**src/sv/ssg_pkg.sv**
```systemverilog
`default_nettype none
// ----------------------------------------------------------------------------
// Step generator package
// Shared widths, motion constants, command and phase codes, and the control
// and status structs that pass between the sequencer and the motion core.
// ----------------------------------------------------------------------------
package ssg_pkg;

   // Field and state widths.
   localparam int RATE_W    = 16;
   localparam int COUNT_W   = 16;
   localparam int PERIOD_W  = 20;
   localparam int OP_W      = 3;
   localparam int PHASE_W   = 2;
   localparam int CSR_IDX_W = 1;

   // Motion constants.
   localparam logic [RATE_W-1:0]   MIN_RATE      = 16'd100;
   localparam logic [RATE_W-1:0]   MAX_RATE      = 16'd5000;
   localparam logic [RATE_W-1:0]   START_RATE    = 16'd100;
   localparam logic [PERIOD_W-1:0] TICKS_PER_SEC = 20'd1000000;

   // Register reset values.
   localparam logic [RATE_W-1:0] TARGET_RATE_RST = 16'd1000;
   localparam logic [RATE_W-1:0] ACCEL_INC_RST   = 16'd10;

   // Register indexes.
   localparam logic [CSR_IDX_W-1:0] CSR_TARGET_RATE = 1'd0;
   localparam logic [CSR_IDX_W-1:0] CSR_ACCEL_INC   = 1'd1;

   // Command codes.
   localparam logic [OP_W-1:0] OP_START = 3'd0;
   localparam logic [OP_W-1:0] OP_TICK  = 3'd1;
   localparam logic [OP_W-1:0] OP_ACCEL = 3'd2;
   localparam logic [OP_W-1:0] OP_ESTOP = 3'd3;
   localparam logic [OP_W-1:0] OP_CLEAR = 3'd4;

   // Motion phase codes.
   localparam logic [PHASE_W-1:0] PH_IDLE   = 2'd0;
   localparam logic [PHASE_W-1:0] PH_ACC    = 2'd1;
   localparam logic [PHASE_W-1:0] PH_CRUISE = 2'd2;
   localparam logic [PHASE_W-1:0] PH_DEC    = 2'd3;

   // Sequencer to motion core.
   typedef struct packed {
      logic               apply;
      logic               eval;
      logic               load;
      logic [OP_W-1:0]    op;
      logic [COUNT_W-1:0] step_count;
      logic               move_dir;
   } motion_ctl_type;

   // Motion core to sequencer.
   typedef struct packed {
      logic               need_begin;
      logic               div_req;
      logic [RATE_W-1:0]  div_rate;
      logic               step_level;
      logic               dir_level;
      logic [PHASE_W-1:0] phase;
      logic [RATE_W-1:0]  live_rate;
      logic               accepted;
   } motion_sts_type;

endpackage
`default_nettype wire

```
**src/sv/ssg_div.sv**
```systemverilog
`default_nettype none
// ----------------------------------------------------------------------------
// Step period divider
// Restoring bit-serial divider: ticks per second over the step rate, one
// quotient bit per cycle, most significant bit first.
// ----------------------------------------------------------------------------
module ssg_div (
   input  wire logic                           clock,
   input  wire logic                           reset,
   input  wire logic                           start,
   input  wire logic [ssg_pkg::RATE_W-1:0]     divisor,
   output logic                                busy,
   output logic                                done,
   output logic      [ssg_pkg::PERIOD_W-1:0]   quotient
);
   import ssg_pkg::*;

   localparam int CNT_W = $clog2(PERIOD_W);

   logic                busy_ff, busy_in;
   logic                done_ff, done_in;
   logic [CNT_W-1:0]    cnt_ff, cnt_in;
   logic [RATE_W-1:0]   rem_ff, rem_in;
   logic [RATE_W-1:0]   dvsr_ff, dvsr_in;
   logic [PERIOD_W-1:0] quo_ff, quo_in;
   logic [RATE_W:0]     shifted;
   logic [RATE_W:0]     trial;
   logic                fits;

   // One restoring step: shift in the next dividend bit and try a subtract.
   assign shifted = {rem_ff, quo_ff[PERIOD_W-1]};
   assign trial   = shifted - {1'b0, dvsr_ff};
   assign fits    = shifted >= {1'b0, dvsr_ff};

   always_comb begin
      busy_in = busy_ff;
      done_in = 1'b0;
      cnt_in  = cnt_ff;
      rem_in  = rem_ff;
      dvsr_in = dvsr_ff;
      quo_in  = quo_ff;
      if (start) begin
         busy_in = 1'b1;
         cnt_in  = CNT_W'(PERIOD_W - 1);
         rem_in  = '0;
         dvsr_in = divisor;
         quo_in  = TICKS_PER_SEC;
      end else if (busy_ff) begin
         rem_in = fits ? trial[RATE_W-1:0] : shifted[RATE_W-1:0];
         quo_in = {quo_ff[PERIOD_W-2:0], fits};
         cnt_in = cnt_ff - 1'b1;
         if (cnt_ff == '0) begin
            busy_in = 1'b0;
            done_in = 1'b1;
         end
      end
   end

   // Control state is reset; the datapath is not.
   always_ff @(posedge clock) begin
      if (reset) begin
         busy_ff <= 1'b0;
         done_ff <= 1'b0;
         cnt_ff  <= '0;
      end else begin
         busy_ff <= busy_in;
         done_ff <= done_in;
         cnt_ff  <= cnt_in;
      end
      rem_ff  <= rem_in;
      dvsr_ff <= dvsr_in;
      quo_ff  <= quo_in;
   end

   assign busy     = busy_ff;
   assign done     = done_ff;
   assign quotient = quo_ff;

   // The motion core never asks for a division by zero.
   a_div_nonzero: assert property (@(posedge clock) disable iff (reset)
      start |-> divisor != '0) else $error("divider started with zero divisor");

   // The last iteration always raises done.
   a_div_finish: assert property (@(posedge clock) disable iff (reset)
      busy_ff && cnt_ff == '0 && !start |=> done_ff && !busy_ff)
      else $error("divider did not finish");

   // No restart while a division is running.
   a_div_restart: assert property (@(posedge clock) disable iff (reset)
      busy_ff |-> !start) else $error("divider restarted while busy");

endmodule
`default_nettype wire

```
**src/sv/ssg_motion.sv**
```systemverilog
`default_nettype none
// ----------------------------------------------------------------------------
// Step generator motion core
// Holds the move state, applies each command word, chooses the phase of the
// next step and takes the step period from the divider.
// ----------------------------------------------------------------------------
module ssg_motion (
   input  wire logic                           clock,
   input  wire logic                           reset,
   input  wire ssg_pkg::motion_ctl_type        ctl,
   input  wire logic [ssg_pkg::RATE_W-1:0]     target_rate,
   input  wire logic [ssg_pkg::RATE_W-1:0]     accel_increment,
   input  wire logic [ssg_pkg::PERIOD_W-1:0]   div_quotient,
   output ssg_pkg::motion_sts_type             sts
);
   import ssg_pkg::*;

   logic [PHASE_W-1:0]  phase_ff, phase_in;
   logic [RATE_W-1:0]   rate_ff, rate_in;
   logic [COUNT_W-1:0]  steps_done_ff, steps_done_in;
   logic [COUNT_W-1:0]  steps_total_ff, steps_total_in;
   logic [COUNT_W-1:0]  cruise_end_ff, cruise_end_in;
   logic [PERIOD_W-1:0] period_len_ff, period_len_in;
   logic [PERIOD_W-1:0] period_left_ff, period_left_in;
   logic                emerg_ff, emerg_in;
   logic                dir_ff, dir_in;
   logic                accepted_ff, accepted_in;
   logic                need_begin_ff, need_begin_in;

   logic [RATE_W-1:0]   tgt_clamped;
   logic [COUNT_W-1:0]  steps_remain;
   logic [PHASE_W-1:0]  ph_after_acc;
   logic [PHASE_W-1:0]  ev_phase;
   logic [COUNT_W-1:0]  ev_cruise_end;
   logic                ev_load;
   logic [RATE_W-1:0]   ev_rate;
   logic [RATE_W:0]     accel_sum;
   logic [RATE_W-1:0]   dec_margin;
   logic [PERIOD_W-1:0] period_new;

   // Target rate clamped to the legal range.
   always_comb begin
      if (target_rate > MAX_RATE) begin
         tgt_clamped = MAX_RATE;
      end else if (target_rate < MIN_RATE) begin
         tgt_clamped = MIN_RATE;
      end else begin
         tgt_clamped = target_rate;
      end
   end

   assign steps_remain = (steps_total_ff >= steps_done_ff) ?
                         steps_total_ff - steps_done_ff : '0;

   // Phase decision for the next step, from the registered move state.
   always_comb begin
      ev_phase      = phase_ff;
      ev_cruise_end = cruise_end_ff;
      ev_load       = 1'b0;
      ev_rate       = rate_ff;
      ph_after_acc  = phase_ff;
      if (phase_ff == PH_ACC && rate_ff < tgt_clamped) begin
         ev_load = 1'b1;
      end else begin
         if (phase_ff == PH_ACC) begin
            ev_cruise_end = steps_remain;
            ph_after_acc  = PH_CRUISE;
         end
         if (ph_after_acc == PH_CRUISE && steps_done_ff < ev_cruise_end) begin
            ev_load  = 1'b1;
            ev_rate  = tgt_clamped;
            ev_phase = PH_CRUISE;
         end else if ((ph_after_acc == PH_CRUISE || ph_after_acc == PH_DEC) &&
                      steps_done_ff < steps_total_ff && rate_ff > MIN_RATE) begin
            ev_load  = 1'b1;
            ev_phase = PH_DEC;
         end else begin
            ev_phase = PH_IDLE;
         end
      end
   end

   assign accel_sum  = {1'b0, rate_ff} + {1'b0, accel_increment};
   assign dec_margin = rate_ff - MIN_RATE;
   assign period_new = (div_quotient == '0) ? PERIOD_W'(1) : div_quotient;

   // Next state for command, phase decision and period load.
   always_comb begin
      phase_in       = phase_ff;
      rate_in        = rate_ff;
      steps_done_in  = steps_done_ff;
      steps_total_in = steps_total_ff;
      cruise_end_in  = cruise_end_ff;
      period_len_in  = period_len_ff;
      period_left_in = period_left_ff;
      emerg_in       = emerg_ff;
      dir_in         = dir_ff;
      accepted_in    = accepted_ff;
      need_begin_in  = need_begin_ff;

      if (ctl.apply) begin
         accepted_in   = 1'b0;
         need_begin_in = 1'b0;
         case (ctl.op)
            OP_START: begin
               if (phase_ff == PH_IDLE && !emerg_ff && ctl.step_count != '0) begin
                  accepted_in    = 1'b1;
                  need_begin_in  = 1'b1;
                  dir_in         = ctl.move_dir;
                  steps_total_in = ctl.step_count;
                  steps_done_in  = '0;
                  cruise_end_in  = '0;
                  phase_in       = PH_ACC;
               end
            end
            OP_TICK: begin
               if (phase_ff != PH_IDLE) begin
                  need_begin_in = (period_left_ff <= PERIOD_W'(1));
                  if (period_left_ff != '0) begin
                     period_left_in = period_left_ff - 1'b1;
                     // The period ran out: count the step.
                     if (period_left_ff == PERIOD_W'(1)) begin
                        steps_done_in = steps_done_ff + 1'b1;
                        if (phase_ff == PH_ACC && steps_done_ff >= (steps_total_ff >> 1)) begin
                           phase_in = PH_DEC;
                        end
                     end
                  end
               end
            end
            OP_ACCEL: begin
               if (phase_ff == PH_ACC) begin
                  rate_in = accel_sum[RATE_W] ? '1 : accel_sum[RATE_W-1:0];
               end else if (phase_ff == PH_DEC) begin
                  if (rate_ff <= MIN_RATE) begin
                     phase_in       = PH_IDLE;
                     rate_in        = MIN_RATE;
                     period_left_in = '0;
                  end else if (dec_margin <= accel_increment) begin
                     rate_in = MIN_RATE;
                  end else begin
                     rate_in = rate_ff - accel_increment;
                  end
               end
            end
            OP_ESTOP: begin
               emerg_in       = 1'b1;
               phase_in       = PH_IDLE;
               rate_in        = MIN_RATE;
               period_left_in = '0;
            end
            OP_CLEAR: begin
               emerg_in = 1'b0;
            end
            default: begin
            end
         endcase
      end

      if (ctl.eval) begin
         need_begin_in = 1'b0;
         phase_in      = ev_phase;
         cruise_end_in = ev_cruise_end;
         if (!ev_load) begin
            rate_in        = MIN_RATE;
            period_left_in = '0;
         end
      end

      if (ctl.load) begin
         period_len_in  = period_new;
         period_left_in = period_new;
      end
   end

   always_ff @(posedge clock) begin
      if (reset) begin
         phase_ff       <= PH_IDLE;
         rate_ff        <= START_RATE;
         steps_done_ff  <= '0;
         steps_total_ff <= '0;
         cruise_end_ff  <= '0;
         period_len_ff  <= '0;
         period_left_ff <= '0;
         emerg_ff       <= 1'b0;
         dir_ff         <= 1'b0;
         accepted_ff    <= 1'b0;
         need_begin_ff  <= 1'b0;
      end else begin
         phase_ff       <= phase_in;
         rate_ff        <= rate_in;
         steps_done_ff  <= steps_done_in;
         steps_total_ff <= steps_total_in;
         cruise_end_ff  <= cruise_end_in;
         period_len_ff  <= period_len_in;
         period_left_ff <= period_left_in;
         emerg_ff       <= emerg_in;
         dir_ff         <= dir_in;
         accepted_ff    <= accepted_in;
         need_begin_ff  <= need_begin_in;
      end
   end

   // Status toward the sequencer. The step pin is high while more than half
   // of the period remains.
   always_comb begin
      sts.need_begin = need_begin_ff;
      sts.div_req    = ev_load;
      sts.div_rate   = (ev_rate == '0) ? RATE_W'(1) : ev_rate;
      sts.step_level = (phase_ff != PH_IDLE) && (period_left_ff != '0) &&
                       ({period_left_ff, 1'b0} > {1'b0, period_len_ff});
      sts.dir_level  = dir_ff;
      sts.phase      = phase_ff;
      sts.live_rate  = rate_ff;
      sts.accepted   = accepted_ff;
   end

   // An idle motor never has a step period running.
   a_idle_no_period: assert property (@(posedge clock) disable iff (reset)
      phase_ff == PH_IDLE |-> period_left_ff == '0)
      else $error("period running while idle");

   // A period is only loaded into a running move.
   a_load_moving: assert property (@(posedge clock) disable iff (reset)
      ctl.load |-> phase_ff != PH_IDLE) else $error("period loaded while idle");

   // The phase decision is only taken when a step boundary asked for it.
   a_eval_needed: assert property (@(posedge clock) disable iff (reset)
      ctl.eval |-> need_begin_ff) else $error("phase decision without request");

endmodule
`default_nettype wire

```
**src/sv/stepper_trapezoid_step_generator.sv**
```systemverilog
`default_nettype none
// Flow: the word is applied to the motion core, the next step is decided and
// the result is loaded into the output register once it is free; a word that
// starts a step period first waits for the bit-serial divide of ticks per second by the step rate.
// One word at a time; a new word is taken while the previous result still
// waits in the output register.
// Reset (synchronous) clears the motion state, loads the register defaults.
// ----------------------------------------------------------------------------
// Trapezoidal stepper step generator
// Command sequencer, configuration registers and result register around the
// motion core and the serial step period divider.
// ----------------------------------------------------------------------------
module stepper_trapezoid_step_generator (
   input  wire logic                              clock,
   input  wire logic                              reset,
   input  wire logic                              req_valid,
   output logic                                   req_stall,
   input  wire logic [ssg_pkg::OP_W-1:0]          req_op,
   input  wire logic [ssg_pkg::COUNT_W-1:0]       req_step_count,
   input  wire logic                              req_move_direction,
   output logic                                   rsp_valid,
   input  wire logic                              rsp_stall,
   output logic                                   rsp_step_level,
   output logic                                   rsp_dir_level,
   output logic      [ssg_pkg::PHASE_W-1:0]       rsp_motion_phase,
   output logic                                   rsp_move_accepted,
   output logic      [ssg_pkg::RATE_W-1:0]        rsp_live_rate,
   input  wire logic                              csr_wr_en,
   input  wire logic [ssg_pkg::CSR_IDX_W-1:0]     csr_index,
   input  wire logic [ssg_pkg::RATE_W-1:0]        csr_wr_data
);
   import ssg_pkg::*;

   localparam logic [1:0] ST_IDLE = 2'd0;
   localparam logic [1:0] ST_EVAL = 2'd1;
   localparam logic [1:0] ST_DIV  = 2'd2;
   localparam logic [1:0] ST_OUT  = 2'd3;

   logic [1:0]          state_ff, state_in;
   logic [RATE_W-1:0]   target_rate_ff, target_rate_in;
   logic [RATE_W-1:0]   accel_inc_ff, accel_inc_in;
   logic                rsp_valid_ff, rsp_valid_in;
   logic                rsp_step_ff;
   logic                rsp_dir_ff;
   logic [PHASE_W-1:0]  rsp_phase_ff;
   logic                rsp_acc_ff;
   logic [RATE_W-1:0]   rsp_rate_ff;
   logic                req_take;
   logic                out_free;
   logic                out_load;
   logic                div_start;
   logic                div_busy;
   logic                div_done;
   logic [PERIOD_W-1:0] div_quotient;
   motion_ctl_type      ctl;
   motion_sts_type      sts;

   assign req_take = req_valid && !req_stall;
   assign out_free = !rsp_valid_ff || !rsp_stall;
   assign out_load = (state_ff == ST_OUT) && out_free;

   // Sequencer: apply the word, decide the next step, divide, deliver.
   always_comb begin
      state_in       = state_ff;
      div_start      = 1'b0;
      ctl.apply      = 1'b0;
      ctl.eval       = 1'b0;
      ctl.load       = 1'b0;
      ctl.op         = req_op;
      ctl.step_count = req_step_count;
      ctl.move_dir   = req_move_direction;
      unique case (state_ff)
         ST_IDLE: begin
            if (req_take) begin
               ctl.apply = 1'b1;
               state_in  = ST_EVAL;
            end
         end
         ST_EVAL: begin
            state_in = ST_OUT;
            if (sts.need_begin) begin
               ctl.eval = 1'b1;
               if (sts.div_req) begin
                  div_start = 1'b1;
                  state_in  = ST_DIV;
               end
            end
         end
         ST_DIV: begin
            if (div_done) begin
               ctl.load = 1'b1;
               state_in = ST_OUT;
            end
         end
         ST_OUT: begin
            if (out_free) begin
               state_in = ST_IDLE;
            end
         end
         default: begin
            state_in = ST_IDLE;
         end
      endcase
   end

   // Register writes count only while no move is running.
   always_comb begin
      target_rate_in = target_rate_ff;
      accel_inc_in   = accel_inc_ff;
      if (csr_wr_en && sts.phase == PH_IDLE) begin
         unique case (csr_index)
            CSR_TARGET_RATE: target_rate_in = csr_wr_data;
            CSR_ACCEL_INC:   accel_inc_in   = csr_wr_data;
            default: begin
            end
         endcase
      end
   end

   // The result register frees as soon as the word is taken.
   always_comb begin
      rsp_valid_in = rsp_valid_ff;
      if (out_load) begin
         rsp_valid_in = 1'b1;
      end else if (!rsp_stall) begin
         rsp_valid_in = 1'b0;
      end
   end

   always_ff @(posedge clock) begin
      if (reset) begin
         state_ff       <= ST_IDLE;
         target_rate_ff <= TARGET_RATE_RST;
         accel_inc_ff   <= ACCEL_INC_RST;
         rsp_valid_ff   <= 1'b0;
      end else begin
         state_ff       <= state_in;
         target_rate_ff <= target_rate_in;
         accel_inc_ff   <= accel_inc_in;
         rsp_valid_ff   <= rsp_valid_in;
      end
      if (out_load) begin
         rsp_step_ff  <= sts.step_level;
         rsp_dir_ff   <= sts.dir_level;
         rsp_phase_ff <= sts.phase;
         rsp_acc_ff   <= sts.accepted;
         rsp_rate_ff  <= sts.live_rate;
      end
   end

   ssg_motion u_motion (
      .clock           (clock),
      .reset           (reset),
      .ctl             (ctl),
      .target_rate     (target_rate_ff),
      .accel_increment (accel_inc_ff),
      .div_quotient    (div_quotient),
      .sts             (sts)
   );

   ssg_div u_div (
      .clock    (clock),
      .reset    (reset),
      .start    (div_start),
      .divisor  (sts.div_rate),
      .busy     (div_busy),
      .done     (div_done),
      .quotient (div_quotient)
   );

   assign req_stall         = (state_ff != ST_IDLE);
   assign rsp_valid         = rsp_valid_ff;
   assign rsp_step_level    = rsp_step_ff;
   assign rsp_dir_level     = rsp_dir_ff;
   assign rsp_motion_phase  = rsp_phase_ff;
   assign rsp_move_accepted = rsp_acc_ff;
   assign rsp_live_rate     = rsp_rate_ff;

   // While waiting on the divider it must be running or just finished.
   a_div_alive: assert property (@(posedge clock) disable iff (reset)
      state_ff == ST_DIV |-> div_busy || div_done)
      else $error("sequencer waits on an idle divider");

   // The divider is quiet whenever a new word can be taken.
   a_idle_quiet: assert property (@(posedge clock) disable iff (reset)
      state_ff == ST_IDLE |-> !div_busy) else $error("divider busy while idle");

   // A loaded result is presented on the next cycle.
   a_out_shown: assert property (@(posedge clock) disable iff (reset)
      out_load |=> rsp_valid_ff) else $error("result lost");

endmodule
`default_nettype wire

```
**config.mk**
```make
export PLATFORM = sky130hd
export DESIGN_NAME = stepper_trapezoid_step_generator
export DESIGN_NICKNAME = d
export VERILOG_FILES = /design/src/sv/ssg_pkg.sv /design/src/sv/ssg_div.sv /design/src/sv/ssg_motion.sv /design/src/sv/stepper_trapezoid_step_generator.sv
export SDC_FILE = /design/constraint.sdc
export NUM_CORES = 1
export LEC_CHECK = 0
export BUFFER_PORTS_ARGS = -buffer_cell sky130_fd_sc_hd__buf_4
export CAP_MARGIN = 5
export CORE_ASPECT_RATIO = 1.25
export CORE_MARGIN = 2
export CORE_UTILIZATION = 63
export CTS_BUF_LIST = sky130_fd_sc_hd__clkbuf_16
export DETAILED_ROUTE_END_ITERATION = 8
export PLACE_DENSITY_LB_ADDON = 0.15
export SYNTH_ARGS = -nofsm -noshare
export SYNTH_HDL_FRONTEND = slang
export SYNTH_SLANG_ARGS = --single-unit
```
**constraint.sdc**
```tcl
create_clock -name clock -period 5.75 [get_ports clock]
set_input_delay 0.8625 -clock clock [delete_from_list [all_inputs] [get_ports clock]]
set_output_delay 0.8625 -clock clock [all_outputs]
set_load 0.005 [all_outputs]
```
==> Word level (Yosys, flattened, before mapping) <==
Cells that the tools add are included.
{ "classes": {"n_addsub": 8, "n_mul": 0, "n_div": 0, "order_cmp": 13, "eq_ne": 29, "shifts": 0, "mux": 84, "bitwise": 2, "n_reduce_logical": 46} }
{ "ops": {"columns": ["cell", "count"], "rows": [
  ["2-to-1 mux 16 bit", 24],
  ["2-to-1 mux 20 bit", 10],
  ["one-hot mux 16 bit (2 select lines)", 2],
  ["one-hot mux 20 bit (3 select lines)", 1],
  ["< comparator 16 bit", 3],
  ["subtractor 16 bit", 3],
  ["2-to-1 mux 2 bit", 18],
  ["2-to-1 mux 1 bit", 23],
  ["greater-than comparator 21 x 20 -> 1 bit", 1],
  ["!= test 3 x 2 -> 1 bit, second input constant", 7],
  ["equality test 20 x 1 -> 1 bit, second input constant", 1],
  ["less-or-equal comparator 20 x 1 -> 1 bit, second input constant", 1],
  ["logical NOT 20 bit", 1],
  ["nonzero test 20 bit", 1],
  ["subtractor 20 x 1 -> 20 bit, second input constant", 1],
  ["adder 16 x 16 -> 17 bit", 1],
  [">= comparator 17 x 16 -> 1 bit", 1],
  ["adder 16 x 1 -> 16 bit, second input constant", 1],
  [">= comparator 16 x 15 -> 1 bit", 1],
  [">= comparator 16 bit", 1],
  ["greater-than comparator 16 x 13 -> 1 bit, second input constant", 1],
  ["greater-than comparator 16 x 7 -> 1 bit, second input constant", 1],
  ["less-or-equal comparator 16 bit", 1],
  ["less-or-equal comparator 16 x 7 -> 1 bit, second input constant", 1],
  ["32 further kinds", 76]
]} }
{ "totals": {"register_bits": 225, "latchBits": 0, "ram_bits": 0, "romBits": 0, "inputBits": 42, "out_inout_bits": 23, "word_cells": 209, "mem_count": 0} }

==> Depth between registers and ports, before layout <==
{ "depth": {"word_depth": 17, "ltp_mapped": 22} }

==> Hierarchy <==
A second synthesis with hierarchy kept.
{ "unflattened": {"hier_cells": 1822, "area_unflattened_um2": 15247.1} }
{ "by_module_without_submodules": {"columns": ["module", "n_inst", "cells_each", "area_each_um2", "seq_area_each_um2"], "rows": [
  ["ssg_motion", 1, 1304, 10032.1, 2202.1],
  ["ssg_div", 1, 324, 3145.5, 1341.3],
  ["stepper_trapezoid_step_generator", 1, 194, 2069.5, 1331.3]
]} }

==> Worst setup path before layout <==
OpenSTA, ideal clock, no wires.
{ "synth_timing": {"path_type": "reg-to-reg", "startpoint": "register u_motion.steps_done_ff[0]", "endpoint": "register u_div.dvsr_ff[0] (enable)", "setup_ps": 387, "t_arrival_ps": 4614, "setup_slack_ps": 750, "path_stages_with_launch": 21, "path_cell_list": "dfxtp_1 ha_1 inv_1 fa_1 a211oi_1 o21ai_0 o31ai_1 o21ai_0 o21a_1 buf_2 a22oi_1 ha_1 a21oi_1 o211ai_1 a21o_1 nor4_1 o21ai_1 nand3_1 nand2_1 inv_2 clkbuf_1"} }
{ "synth_via": {"elab_chain_cells": 11, "word_cells_on_any_way": 16, "cone_classes": "add/sub (1); order compare (3); mux (9); reduce/logical (3)"} }
{ "synth_lines": {"columns": ["element", "line_no", "source"], "rows": [
  ["from (decl)", "ssg_motion.sv:20", "logic [COUNT_W-1:0] steps_done_ff, steps_done_in;"],
  ["from (signal assigned)", "ssg_motion.sv:192", "steps_done_ff <= steps_done_in;"],
  ["subtractor 16 bit or >= comparator 16 bit (tied branches)", "ssg_motion.sv:53, ssg_motion.sv:52", null],
  ["2-to-1 mux 16 bit", "ssg_motion.sv:52", "assign steps_remain = (steps_total_ff >= steps_done_ff) ?"],
  ["2-to-1 mux 16 bit", "ssg_motion.sv:65", "if (phase_ff == PH_ACC) begin"],
  ["2-to-1 mux 16 bit", "ssg_motion.sv:62", "if (phase_ff == PH_ACC && rate_ff < tgt_clamped) begin"],
  ["< comparator 16 bit", "ssg_motion.sv:69", "if (ph_after_acc == PH_CRUISE && steps_done_ff < ev_cruise_end) begin"],
  ["logical AND 1 bit", "ssg_motion.sv:69", null],
  ["2-to-1 mux 1 bit *", "ssg_motion.sv:69", null],
  ["2-to-1 mux 1 bit *", "ssg_motion.sv:62", null],
  ["2-to-1 mux 1 bit *", "stepper_trapezoid_step_generator.sv:83", "if (sts.div_req) begin"],
  ["2-to-1 mux 1 bit *", "stepper_trapezoid_step_generator.sv:81", "if (sts.need_begin) begin"],
  ["2-to-1 mux 1 bit *", "stepper_trapezoid_step_generator.sv:72", "unique case (state_ff)"],
  ["via div_start", "stepper_trapezoid_step_generator.sv:51", "logic div_start;"],
  ["to (signal assigned)", "ssg_div.sv:71", "dvsr_ff <= dvsr_in;"],
  ["to (decl)", "ssg_div.sv:24", "logic [RATE_W-1:0] dvsr_ff, dvsr_in;"]
]} }
The timed path passes the listed nets; every way through them passes the cells marked *. The select of a mux whose other input is x is not followed.
A chain may end at the register's enable or synchronous reset.

==> Worst setup path in the final report <==
{ "layout_timing": {"startpoint": "register u_motion.steps_done_ff[0]", "endpoint": "register u_div.dvsr_ff[1], data pin"} }
{ "layout_via": {"elab_chain_cells": 9, "word_cells_on_any_way": 10, "cone_classes": "add/sub (1); order compare (2); mux (5); reduce/logical (2)"} }
{ "layout_lines": {"columns": ["element", "line_no", "source"], "rows": [
  ["subtractor 16 bit or >= comparator 16 bit (tied branches)", "ssg_motion.sv:53, ssg_motion.sv:52", null],
  ["2-to-1 mux 16 bit", "ssg_motion.sv:52", null],
  ["2-to-1 mux 16 bit", "ssg_motion.sv:65", null],
  ["2-to-1 mux 16 bit", "ssg_motion.sv:62", null],
  ["< comparator 16 bit *", "ssg_motion.sv:69", null],
  ["logical AND 1 bit *", "ssg_motion.sv:69", null],
  ["2-to-1 mux 16 bit *", "ssg_motion.sv:69", null],
  ["2-to-1 mux 16 bit *", "ssg_motion.sv:62", null],
  ["logical NOT 16 bit", "ssg_motion.sv:209", "sts.div_rate = (ev_rate == '0) ? RATE_W'(1) : ev_rate;"]
]} }
Mark *: on every way between the ends. The rest lies on a longest branch, timed or not. The select of a mux whose other input is x is not followed.

==> metrics.yaml <==
grt:
  grt_pass1_wl_mm: 66.3
  grt_usage_pct: 32.2
  antenna_found_initial: 0
  grt_pass1_vias: 13400
  grt_overflow_total: 0
  grt_max_degree: 65
synthesis:
  synthSimpleGateAreaFrac_pct: 20.2
  synth_area_leader_cell: "dfxtp_1"
  synth-async-reset-ratio_pct: 0
  synth_edf_count: 37
  postSynthCellCount: 1828
  synthTopCellsByArea: "dfxtp_1, ha_1, edfxtp_1, nand2_1, a21oi_1"
  avgSynthCellArea_um2: 8.29
  synth_compound_area_share_pct: 20.5
  synth_cell_types: 82
  synth_top_family_by_area: "compound AO/OA/AOI/OAI gates"
  synth_mux_area_share_pct: 3.98
  synth_xor_area_share_pct: 3.99
  yosysTopAreaCellShare_pct: 24.8
  yosysWarningCount: 0
  syn-cell-area_mm2: 0.0152
  synth_fa_ha_area_share_pct: 13.6
  synthFlopType: "dfxtp_1"
  ys_seq_area_share_pct: 32.2
  ys_ff_latch: 225
critical_path:
  cp_max_fo: 14
  critical_path_class: "reg2reg"
  critical-path-max-stage-delay_ps: 530
  r2r-start: "u_motion.steps_done_ff[0]$_SDFFE_PP0P_"
  critPathRequiredTime_ps: 6010
  path_cells: "ha_1 -> inv_1 -> fa_1 -> a211oi_1 -> o21ai_0 -> o31ai_1 -> o21ai_1 -> o21a_2 -> a22oi_1 -> ha_1 -> a21o_1 -> a21o_1 -> o2bb2ai_1 -> or4_1 -> o21ai_0 -> nand2_1 -> buf_4 -> mux2i_1"
  arrival_ps: 5660
  worstSetupStartpoint: "u_motion.steps_done_ff[0]$_SDFFE_PP0P_"
  end_kind: "flip-flop"
  cp-start-kind: "flip-flop"
  crit_slowest_cell: "or4_1"
  reg2reg_slack_ps: 350
cells_and_area:
  layout_commonest_cell: "nand2_1"
  area_growth_pct: 10.5
  drive_gt1_share_pct: 8.40
  final_util_pct: 70.8
  insertedDiodeCount: 0
  design_area_mm2: 0.0167
  final_cell_mix: "nand2_1, dfxtp_1, ha_1, a21oi_1, nor2_1"
  finalNetCount: 2066
floorplanning:
  ios: 65
  start_util_pct: 64.1
  dieArea_mm2: 0.0253
  fp.dieH_um: 177
  dieWidth_um: 143
  rows: 63
  core_mm2: 0.0236
cts:
  postCtsSetupBuffers: 0
  cts_max_level: 1
  numCtsBuffers: 25
  cts_tree: "done"
  cts_buffer_depth: 3
  clk-insertion-delay-late_ps: 530
  clk_pin_slew_ps: 60
  clock_sinks: 225
  clock-root-buffer: "clkbuf_16"
routing:
  post_drt_wl_per_cell_um: 18.9
  vias_per_cell: 6.30
  first_pass_iters: 6
  via_count: 13700
  route.detailed.drc: 0
  wl_mm: 41.0
  ant_nets: 0
  drt_iter0_drc: 1061
timing:
  min_period_over_period_pct: 94.0
  final-setup-viol-count: 0
  setup_slack_ps: 348
  fin_skew_ps: 12.3
  slew_violations: 0
  fin_setup_tns_ps: 0
  rsz0062_at_grt: "false"
  worst_pin_slew_ps: 1230
  fin_hold_ws_ps: 433
  relSlewSlack_pct: 17.1
  period_needed_ps: 5400
  fmax_mhz: 185
  hold_viol_final: 0
run_status:
  status: "finished clean"
power_and_ir_drop:
  p_per_area_mw_per_mm2: 272
  cellLeakagePower_nw: 6.99
  ir_worst_vdd_v: 0.000233
placement:
  port_buffers: 64
  dp_slack_ps: 262
  gp_congestion: 0.910
  placed_cell_area_mm2: 0.0158
  dp_hpwl_mm: 30.1
run:
  drv_cap: 0
min_path:
  min_path_type: "reg2reg"
  worstHoldStart: "u_motion.dir_ff$_SDFFE_PP0P_"
cell families after synthesis:
kind of cell / count (synthesis)
AND/OR/NAND/NOR: 625
AO/OA/AOI/OAI: 468
flip-flops: 225
buffers and inverters: 218
adder cells (fa/ha/maj): 162
XOR/XNOR: 69
multiplexers: 60
other: 1
sequential cells by signal, summed over array words and instances, names as in the netlist, 2 cells and up:
| name | count |
|---|---|
| u_motion.steps_done_ff | 16 |
| u_motion.cruise_end_ff | 16 |
| target_rate_ff | 16 |
| u_div.quotient | 20 |
| u_motion.rate_ff | 16 |
| rsp_motion_phase | 2 |
| u_motion.phase_ff | 2 |
| state_ff | 2 |
| u_div.cnt_ff | 5 |
| u_div.rem_ff | 16 |
| rsp_live_rate | 16 |
| u_motion.period_len_ff | 20 |
| u_div.dvsr_ff | 16 |
| u_motion.period_left_ff | 20 |
| accel_inc_ff | 16 |
| u_motion.steps_total_ff | 16 |
layout make-up:
type,count,area (µm²)
Tap cell,292,365
Inverter,144,541
Fill cell,1925,6900
Clock inverter,20,283
Clock buffer,25,626
Multi-Input combinational cell,1387,9450
Timing Repair Buffer,79,606
Sequential cell,225,4880
power by group:
group | internal, mW | leakage [nW] | switching [mW]
registers | 1.68 | 1.85 | 0.0926
logic | 0.406 | 4.70 | 0.593
clock network | 1.11 | 0.448 | 0.680
total | 3.20 | 6.99 | 1.37
critical path: cells and delay by family, from the launching register on:
| family | cells | cell delay, ps |
|---|---|---|
| adder cells (fa/ha/maj) | 3 | 940 |
| flip-flops | 1 | 460 |
| multiplexers | 1 | 140 |
| AO/OA/AOI/OAI | 10 | 2480 |
| buffers and inverters | 2 | 300 |
| AND/OR/NAND/NOR | 2 | 800 |
cells in the mapped netlist, drive strengths merged (37+ instances only):
master    n
o21ai    54
nor3     46
ha      158
edfxtp   37
dfxtp   188
o21a     37
nor2    149
nand2   216
nand3    41
clkbuf   58
mux2i    58
a21oi   150
xnor2    53
inv     143
final timing paths:
check | cells after the start | to
max | 18 | u_div.dvsr_ff[1]$_SDFFCE_PN0P_
min | 0 | rsp_dir_level$_DFFE_PP_
max reg2reg | 18 | u_div.dvsr_ff[1]$_SDFFCE_PN0P_
min reg2reg | 0 | rsp_dir_level$_DFFE_PP_
through the flow:
step,std cells,total power [mW]
after floorplan,1830,2.50
after global placement,2127,2.75
after detailed placement,2127,2.78
after CTS,2172,4.57
after global routing,2172,4.76
final,2172,4.56
repair_timing:
item                                    CTS  global route
resized for setup                         0             3
hold buffers                              0             0
endpoints found under the setup margin    0            28
per-layer routing:
metal  part of all wire, %  wire, µm  vias up  global-route usage (%)
li1                      -         -     6651                       -
met1                    42     17200     6392                    40.7
met5                     0         0        -                       0
met3                   6.7      2740      128                    4.61
met2                    47     19400      513                    54.3
met4                   4.2      1720        0                    14.5
(Power assumes the default switching activity.)
